File: src/pmpd_pkg.sv
// Package for the proportional motor position drive unit.
// Holds field widths, register indexes, reset values and divider constants.
package pmpd_pkg;

    localparam int SAMPLE_W = 10;
    localparam int SUM_W    = 12;
    localparam int DIFF_W   = 12;
    localparam int GAIN_W   = 16;
    localparam int BYTE_W   = 8;
    localparam int PERIOD_W = 20;
    localparam int MAG_W    = 10;
    localparam int CFG_IDX_W = 3;
    localparam int CFG_DATA_W = 20;

    localparam int SAMPLES = 3;

    // Exact floor(v / SAMPLES) for v below 4096 as (v * RECIP_MUL) >> RECIP_SHIFT.
    localparam int RECIP_MUL   = 2731;
    localparam int RECIP_SHIFT = 13;

    localparam int PWM_SCALE = 255;
    localparam logic [MAG_W-1:0] MAG_MAX = '1;

    localparam logic [GAIN_W-1:0]   RST_GAIN     = 16'd6554;
    localparam logic [BYTE_W-1:0]   RST_DEAD     = 8'd3;
    localparam logic [BYTE_W-1:0]   RST_MIN_PWM  = 8'd160;
    localparam logic [PERIOD_W-1:0] RST_RUN_PER  = 20'd40000;
    localparam logic [PERIOD_W-1:0] RST_STOP_PER = 20'd45000;

    typedef enum logic [CFG_IDX_W-1:0] {
        CFG_GAIN     = 3'd0,
        CFG_DEAD     = 3'd1,
        CFG_MIN_PWM  = 3'd2,
        CFG_RUN_PER  = 3'd3,
        CFG_STOP_PER = 3'd4
    } t_cfg_index;

endpackage

File: src/proportional_motor_position_drive_unit.sv
// Top level of the proportional motor position drive unit.
// Six-stage pipeline from samples to PWM settings; uses pmpd_pkg.
//
//   channel | direction | handshake              | payload
//   in      | into unit | i_in_valid / o_in_stall | sample_a/b/c, target_position
//   out     | from unit | o_out_valid / i_out_stall | direction, moving, period, duty, magnitude
//   cfg     | into unit | i_cfg_wr_en             | i_cfg_index, i_cfg_wdata
//
// One beat is accepted every cycle while the output is not stalled; a result passes through
// the stage registers and the output register before it is offered.
// The gain multiply, the divide by three and the period multiply each own a stage.
// A stalled output beat freezes every stage, so the input stalls in the same cycle.
// Reset is synchronous and active low; it clears the valid bits and loads the configuration registers.
module proportional_motor_position_drive_unit
    import pmpd_pkg::*;
(
    input  logic                  i_clk,
    input  logic                  i_rst_n,
    input  logic                  i_in_valid,
    output logic                  o_in_stall,
    input  logic [SAMPLE_W-1:0]   i_sample_a,
    input  logic [SAMPLE_W-1:0]   i_sample_b,
    input  logic [SAMPLE_W-1:0]   i_sample_c,
    input  logic [SAMPLE_W-1:0]   i_target_position,
    output logic                  o_out_valid,
    input  logic                  i_out_stall,
    output logic                  o_direction,
    output logic                  o_moving,
    output logic [PERIOD_W-1:0]   o_period_ns,
    output logic [PERIOD_W-1:0]   o_duty_ns,
    output logic [MAG_W-1:0]      o_drive_magnitude,
    input  logic                  i_cfg_wr_en,
    input  logic [CFG_IDX_W-1:0]  i_cfg_index,
    input  logic [CFG_DATA_W-1:0] i_cfg_wdata
);

    logic                gain_wr;
    logic [GAIN_W-1:0]   r_gain;
    logic [BYTE_W-1:0]   r_dead;
    logic [BYTE_W-1:0]   r_min_pwm;
    logic [PERIOD_W-1:0] r_run_per;
    logic [PERIOD_W-1:0] r_stop_per;

    logic en;

    logic [SUM_W-1:0]    sum;
    logic [SUM_W:0]      sum_inc;
    logic [SAMPLE_W-1:0] mapped;
    logic [SUM_W-1:0]    scaled;
    logic [DIFF_W-1:0]   n1_diff;
    logic                n1_pos;

    logic                r1_valid;
    logic [DIFF_W-1:0]   r1_diff;
    logic                r1_pos;

    logic [DIFF_W+GAIN_W-1:0] prod;

    logic                r2_valid;
    logic [DIFF_W-1:0]   r2_quot;
    logic                r2_pos;

    logic [2*DIFF_W-1:0] recip;
    logic [DIFF_W-RECIP_SHIFT+DIFF_W-1:0] div3;
    logic [MAG_W-1:0]    n3_mag;
    logic                n3_moving;
    logic [MAG_W:0]      n3_level;

    logic                r3_valid;
    logic [MAG_W-1:0]    r3_mag;
    logic                r3_pos;
    logic                r3_moving;
    logic [MAG_W:0]      r3_level;

    logic [PERIOD_W+BYTE_W-1:0] scaled_duty;

    logic                r4_valid;
    logic [MAG_W-1:0]    r4_mag;
    logic                r4_pos;
    logic                r4_moving;
    logic                r4_sat;
    logic [PERIOD_W+BYTE_W-1:0] r4_prod;

    logic [PERIOD_W:0]   dz;
    logic [PERIOD_W-BYTE_W:0] dw;
    logic [BYTE_W:0]     dv;

    logic                r5_valid;
    logic [MAG_W-1:0]    r5_mag;
    logic                r5_pos;
    logic                r5_moving;
    logic                r5_sat;
    logic [PERIOD_W-1:0] r5_y;
    logic [PERIOD_W-BYTE_W:0] r5_z1;
    logic [PERIOD_W-2*BYTE_W:0] r5_w1;
    logic                r5_vge;

    logic [PERIOD_W-1:0] quot255;

    logic                r_out_valid;
    logic                r_direction;
    logic                r_moving;
    logic [PERIOD_W-1:0] r_period;
    logic [PERIOD_W-1:0] r_duty;
    logic [MAG_W-1:0]    r_mag;

    assign en         = !(r_out_valid && i_out_stall);
    assign o_in_stall = !en;
    assign gain_wr    = i_cfg_wr_en && (i_cfg_index == CFG_GAIN);

    always_ff @(posedge i_clk) begin
        if (!i_rst_n) begin
            r_gain     <= RST_GAIN;
            r_dead     <= RST_DEAD;
            r_min_pwm  <= RST_MIN_PWM;
            r_run_per  <= RST_RUN_PER;
            r_stop_per <= RST_STOP_PER;
        end else if (gain_wr) begin
            r_gain <= i_cfg_wdata[GAIN_W-1:0];
        end else if (i_cfg_wr_en) begin
            unique case (i_cfg_index)
                CFG_DEAD:     r_dead     <= i_cfg_wdata[BYTE_W-1:0];
                CFG_MIN_PWM:  r_min_pwm  <= i_cfg_wdata[BYTE_W-1:0];
                CFG_RUN_PER:  r_run_per  <= i_cfg_wdata[PERIOD_W-1:0];
                CFG_STOP_PER: r_stop_per <= i_cfg_wdata[PERIOD_W-1:0];
                default: ;
            endcase
        end
    end

    // Stage 1: sum, map to ten bits, signed error against the scaled target.
    always_comb begin
        sum     = SUM_W'(i_sample_a) + SUM_W'(i_sample_b) + SUM_W'(i_sample_c);
        sum_inc = (SUM_W+1)'(sum) + (SUM_W+1)'(1);
        if (sum < SUM_W'(4)) begin
            mapped = '0;
        end else begin
            mapped = sum_inc[SAMPLE_W+1:2] - SAMPLE_W'(1);
        end
        scaled = SUM_W'(SAMPLES) * SUM_W'(i_target_position);
        if (scaled >= SUM_W'(mapped)) begin
            n1_diff = scaled - SUM_W'(mapped);
            n1_pos  = (n1_diff != '0);
        end else begin
            n1_diff = SUM_W'(mapped) - scaled;
            n1_pos  = 1'b0;
        end
    end

    // Stage 2: gain multiply, keep the integer part.
    assign prod = (DIFF_W+GAIN_W)'(r1_diff) * (DIFF_W+GAIN_W)'(r_gain);

    // Stage 3: divide by the sample count, dead band and duty level.
    always_comb begin
        recip  = (2*DIFF_W)'(r2_quot) * (2*DIFF_W)'(RECIP_MUL);
        div3   = recip[2*DIFF_W-1:RECIP_SHIFT];
        if (div3 > (DIFF_W-RECIP_SHIFT+DIFF_W)'(MAG_MAX)) begin
            n3_mag = MAG_MAX;
        end else begin
            n3_mag = div3[MAG_W-1:0];
        end
        n3_moving = !(n3_mag < MAG_W'(r_dead));
        n3_level  = (MAG_W+1)'(n3_mag) + (MAG_W+1)'(r_min_pwm);
    end

    // Stage 4: period times level; a level of full scale or more saturates.
    assign scaled_duty = (PERIOD_W+BYTE_W)'(r_run_per) * (PERIOD_W+BYTE_W)'(r3_level[BYTE_W-1:0]);

    // Stage 5: divide by 255 through base-256 digit folding.
    always_comb begin
        dz = (PERIOD_W+1)'(r4_prod[PERIOD_W+BYTE_W-1:BYTE_W])
           + (PERIOD_W+1)'(r4_prod[BYTE_W-1:0]);
        dw = (PERIOD_W-BYTE_W+1)'(dz[PERIOD_W:BYTE_W])
           + (PERIOD_W-BYTE_W+1)'(dz[BYTE_W-1:0]);
        dv = (BYTE_W+1)'(dw[PERIOD_W-BYTE_W:BYTE_W]) + (BYTE_W+1)'(dw[BYTE_W-1:0]);
    end

    // Stage 6: sum the folded digits and form the result.
    assign quot255 = r5_y + PERIOD_W'(r5_z1) + PERIOD_W'(r5_w1) + PERIOD_W'(r5_vge);

    always_ff @(posedge i_clk) begin
        if (!i_rst_n) begin
            r1_valid    <= 1'b0;
            r2_valid    <= 1'b0;
            r3_valid    <= 1'b0;
            r4_valid    <= 1'b0;
            r5_valid    <= 1'b0;
            r_out_valid <= 1'b0;
        end else if (en) begin
            r1_valid    <= i_in_valid;
            r2_valid    <= r1_valid;
            r3_valid    <= r2_valid;
            r4_valid    <= r3_valid;
            r5_valid    <= r4_valid;
            r_out_valid <= r5_valid;
        end
    end

    always_ff @(posedge i_clk) begin
        if (en) begin
            r1_diff   <= n1_diff;
            r1_pos    <= n1_pos;

            r2_quot   <= prod[DIFF_W+GAIN_W-1:GAIN_W];
            r2_pos    <= r1_pos;

            r3_mag    <= n3_mag;
            r3_pos    <= r2_pos && (n3_mag != '0);
            r3_moving <= n3_moving;
            r3_level  <= n3_level;

            r4_mag    <= r3_mag;
            r4_pos    <= r3_pos;
            r4_moving <= r3_moving;
            r4_sat    <= (r3_level >= (MAG_W+1)'(PWM_SCALE));
            r4_prod   <= scaled_duty;

            r5_mag    <= r4_mag;
            r5_pos    <= r4_pos;
            r5_moving <= r4_moving;
            r5_sat    <= r4_sat;
            r5_y      <= r4_prod[PERIOD_W+BYTE_W-1:BYTE_W];
            r5_z1     <= dz[PERIOD_W:BYTE_W];
            r5_w1     <= dw[PERIOD_W-BYTE_W:BYTE_W];
            r5_vge    <= (dv >= (BYTE_W+1)'(PWM_SCALE));

            r_mag     <= r5_mag;
            r_moving  <= r5_moving;
            if (r5_moving) begin
                r_direction <= !r5_pos;
                r_period    <= r_run_per;
                r_duty      <= r5_sat ? r_run_per : quot255;
            end else begin
                r_direction <= 1'b1;
                r_period    <= r_stop_per;
                r_duty      <= '0;
            end
        end
    end

    assign o_out_valid       = r_out_valid;
    assign o_direction       = r_direction;
    assign o_moving          = r_moving;
    assign o_period_ns       = r_period;
    assign o_duty_ns         = r_duty;
    assign o_drive_magnitude = r_mag;

endmodule

File: config.mk
export PLATFORM = sky130hd
export DESIGN_NAME = proportional_motor_position_drive_unit
export DESIGN_NICKNAME = d
export VERILOG_FILES = /design/src/pmpd_pkg.sv /design/src/proportional_motor_position_drive_unit.sv
export SDC_FILE = /design/constraint.sdc
export NUM_CORES = 2
export LEC_CHECK = 0
export ABC_AREA = 1
export BUFFER_PORTS_ARGS = -buffer_cell sky130_fd_sc_hd__buf_2
export CAP_MARGIN = 15
export CELL_PAD_IN_SITES_DETAIL_PLACEMENT = 1
export CELL_PAD_IN_SITES_GLOBAL_PLACEMENT = 1
export CORE_AREA = 2 2 253 255
export DETAILED_ROUTE_END_ITERATION = 8
export DIE_AREA = 0 0 255 257
export PLACE_DENSITY_LB_ADDON = 0.3
export SETUP_SLACK_MARGIN = 0.3
export SYNTH_ARGS = -nofsm -noshare
export SYNTH_HDL_FRONTEND = slang
export SYNTH_SLANG_ARGS = --single-unit
File: constraint.sdc
create_clock -name i_clk -period 21.5 [get_ports i_clk]
set_input_delay 4.3 -clock i_clk [delete_from_list [all_inputs] [get_ports i_clk]]
set_output_delay 4.3 -clock i_clk [all_outputs]
set_load 0.01 [all_outputs]
==> qor.tcl <==
set qor(placed_cell_areas_sq_mm) 0.02937
set qor(crit_path_frequent_cell) {sky130_fd_sc_hd__buf_2}
set qor(wl_per_cell_microns) 18.57
set qor(synthDistinctLibCells) 52
set qor(initial_utilization_pct) 44.74
set qor(finish.instance_area_sq_mm) 0.03037
set qor(final.setup_skew_ns) 0.01350
set qor(max_slew_margin_pct) 27.10
set qor(grt.total_usage_pct) 24.34
set qor(final_layout_size_suffix_gt1_share_pct) 6.801
set qor(worstPathRequired_ns) 17.20
set qor(reg2regPathDepth) 29
set qor(holdCritPathClass) {register to register}
set qor(post_synth_most_frequent_cells) {sky130_fd_sc_hd__nand2_1, sky130_fd_sc_hd__inv_1, sky130_fd_sc_hd__fa_1}
set qor(crit_cells) 4
set qor(htreeDepth) 1
set qor(pin_count) 122
set qor(synth_sequential_area_ratio_pct) 26.32
set qor(period_needed_ns) 9.583
set qor(largest_net_degree_at_the_start_of_global_routing) 85
set qor(synth-async-reset-ratio_pct) 0
set qor(drt_pass1_iterations) 5
set qor(number_of_global_route_vias_before_repair) 24510
set qor(routabilityCongestion) 0.8684
set qor(hold_viol) 0
set qor(finish.utilization_pct) 48.42
set qor(ys_seq_elements) 272
set qor(achievable-frequency_ghz) 0.1044
set qor(fp.dieH_microns) 257
set qor(worst-endpoint-arrival_ns) 5.28
set qor(maximum_capacitance_violations) 0
set qor(post_cts.repair.setup_buffers) 0
set qor(initial_antenna_violation_count) 2
set qor(crit_path_max_incr_delay_ns) 0.38
set qor(outcome) {completed}
set qor(worst_slew_pin_slew_ns) 1.093
set qor(portBuffers) 121
set qor(synth_enable_flop_cells) 194
set qor(whs_path_depth) 0
set qor(detail_route.vias_per_cell) 5.218
set qor(cts_tree) {built}
set qor(cts_max_path_buffers) 3
set qor(placementRows) 92
set qor(floorplan.die.width_microns) 255
set qor(start_kind) {input pin}
set qor(cp_num_buf_inv) 3
set qor(fin_setup_tns_ns) 0
set qor(worst_setup_path_end_kind) {output pin}
set qor(clock_insertion_delay_worst_skew_ns) 0.59
set qor(crit_family) {buffers and inverters}
set qor(dp_slack_ns) 11.77
set qor(dp_hpwl_microns) 63560
set qor(critical_path_class) {input pin to output pin}
set qor(tritoncts.num_buffers) 31
set qor(path_clk_slew_ns) 0.06
set qor(synthFlopType) {sky130_fd_sc_hd__edfxtp_1}
set qor(dr_wl_met2_microns) 38760
set qor(crit_path_cell_trace) {buf_2 > nand2_4 > inv_1 > buf_2}
set qor(cell_area_after_synthesis_sq_mm) 0.02807
set qor(highest-signal-layer) {met5}
set qor(post-route-worst-setup-slack_ns) 11.92
set qor(m1WireLength_microns) 34530
set qor(fin_crit_sh_pct) 44.57
set qor(synth_top_area_share_pct) 22.04
set qor(syn_to_final_growth_pct) 8.206
set qor(cts-root-buf) {sky130_fd_sc_hd__clkbuf_16}
set qor(synth-warning-count) 0
set qor(crit_slowest_cell) {sky130_fd_sc_hd__nand2_4}
set qor(worst-path-max-fanout) 38
set qor(tritoncts_num_sinks) 272
set qor(grt_first_pass_wirelength_microns) 127200
set qor(drt_drc_violations_left) 0
set qor(report.final.slew_viol_count) 0
set qor(detail_route.wirelength_microns) 78230
set qor(global_route.overflow_total) 0
set qor(final_net_count) 4010
set qor(post_cts_resize_count) 0
set qor(routed-wl-met3_microns) 3650
set qor(holdBufCountCts) 0
set qor(drt-initial-drc-count) 1049
set qor(synth_nets) 3961
set qor(ant_nets) 0
set qor(setup_viol_count_final) 0
set qor(synthMostInstantiatedCell) {sky130_fd_sc_hd__nand2_1}
set qor(coreArea_sq_mm) 0.06274
set qor(avg_inst_size_synth_sq_um) 8.524
set qor(post-synth-top-area-cell) {sky130_fd_sc_hd__fa_1}
set qor(synthCells) 3293
set qor(unrepaired_setup_endpoints_after_global_routing) {no}
set qor(synth_area_leaders) {sky130_fd_sc_hd__fa_1, sky130_fd_sc_hd__edfxtp_1, sky130_fd_sc_hd__ha_1}
set qor(die-area_sq_mm) 0.06554
set qor(antenna_diodes) 0
set qor(routed-via-count) 21980
==> final cells by class <==
type / instances / area, sq um
Clock inverter: 12 / 143.9
Inverter: 673 / 2526
Sequential cell: 272 / 7387
Fill cell: 7526 / 32360
Timing Repair Buffer: 128 / 658.1
Multi-Input combinational cell: 2236 / 17740
Clock buffer: 46 / 862.1
Tap cell: 846 / 1059
==> flip-flops by register name, summed over array words and instances (netlist names), 5 cells and up <==
register	count
r_run_per	20
o_duty_ns	20
r_gain	16
o_period_ns	20
r5_mag	10
r_min_pwm	8
r_stop_per	20
r1_diff	12
r5_y	20
r3_level	11
r4_mag	10
r5_z1	13
o_drive_magnitude	10
r3_mag	10
r_dead	8
r5_w1	5
r4_prod	28
r2_quot	12
==> through the flow <==
stage | cells | hold slack [ns]
floorplan | 3293 | 0.4003
global placement | 4155 | 0.4018
CTS | 4213 | 0.4225
detailed placement | 4155 | 0.4066
global route | 4213 | 0.4269
finish | 4213 | 0.4228
==> kinds of logic (layout without fill, tap and decap cells) <==
family                   after synthesis  count (layout)  synth area share (%)
AND/OR/NAND/NOR                     1117            1117                 16.46
buffers and inverters                785             859                 10.52
adder cells (fa/ha/maj)              600             600                 35.01
AO/OA/AOI/OAI                        394             394                 7.555
flip-flops                           272             272                 26.32
XOR/XNOR                             124             124                 4.110
multiplexers                           1               1               0.03566
==> final timing paths <==
kind | to | slack [ns] | start
worst min register to register | r4_mag[3]$_DFFE_PN_ | 0.42 | r3_mag[3]$_DFFE_PN_
worst min-delay path | r4_mag[3]$_DFFE_PN_ | 0.42 | r3_mag[3]$_DFFE_PN_
worst max register to register | r3_level[8]$_DFFE_PN_ | 14.81 | r2_quot[1]$_DFFE_PN_
worst max-delay path | o_in_stall | 11.92 | i_out_stall
==> worst reg2reg max path: cells and delay by family, from the launching register on <==
kind                       cells  cell delay [ns]
adders and majority gates      8             3.42
buffers and inverters          6             0.33
DFF                            1             0.56
and+or+nand+nor               11             1.46
xor gates and xnor gates       1             0.19
AOI/OAI and AO/OA              3             0.48
==> per-layer routing <==
metal | global-route usage [%] | up-vias
met1 | 32.20 | 11080
met3 | 3.085 | 83
li1 | - | 10370
met5 | 0 | -
met2 | 42.67 | 451
met4 | 4.792 | 2
==> cell usage in the layout, fill, tap and decap left out, drive strengths merged, types with 23 or more instances in the layout <==
| master | instances |
|---|---|
| a21oi | 174 |
| nand4 | 23 |
| nand2 | 755 |
| xnor2 | 34 |
| o21ai | 163 |
| nor2 | 181 |
| clkbuf | 46 |
| nor3 | 24 |
| nand3 | 111 |
| edfxtp | 194 |
| dfxtp | 78 |
| ha | 291 |
| xor2 | 90 |
| fa | 309 |
| buf | 128 |
| inv | 676 |
Power is left out: the tool's default activity adds up to more than one toggle a clock period on the data nets, which glitch-free logic cannot reach.
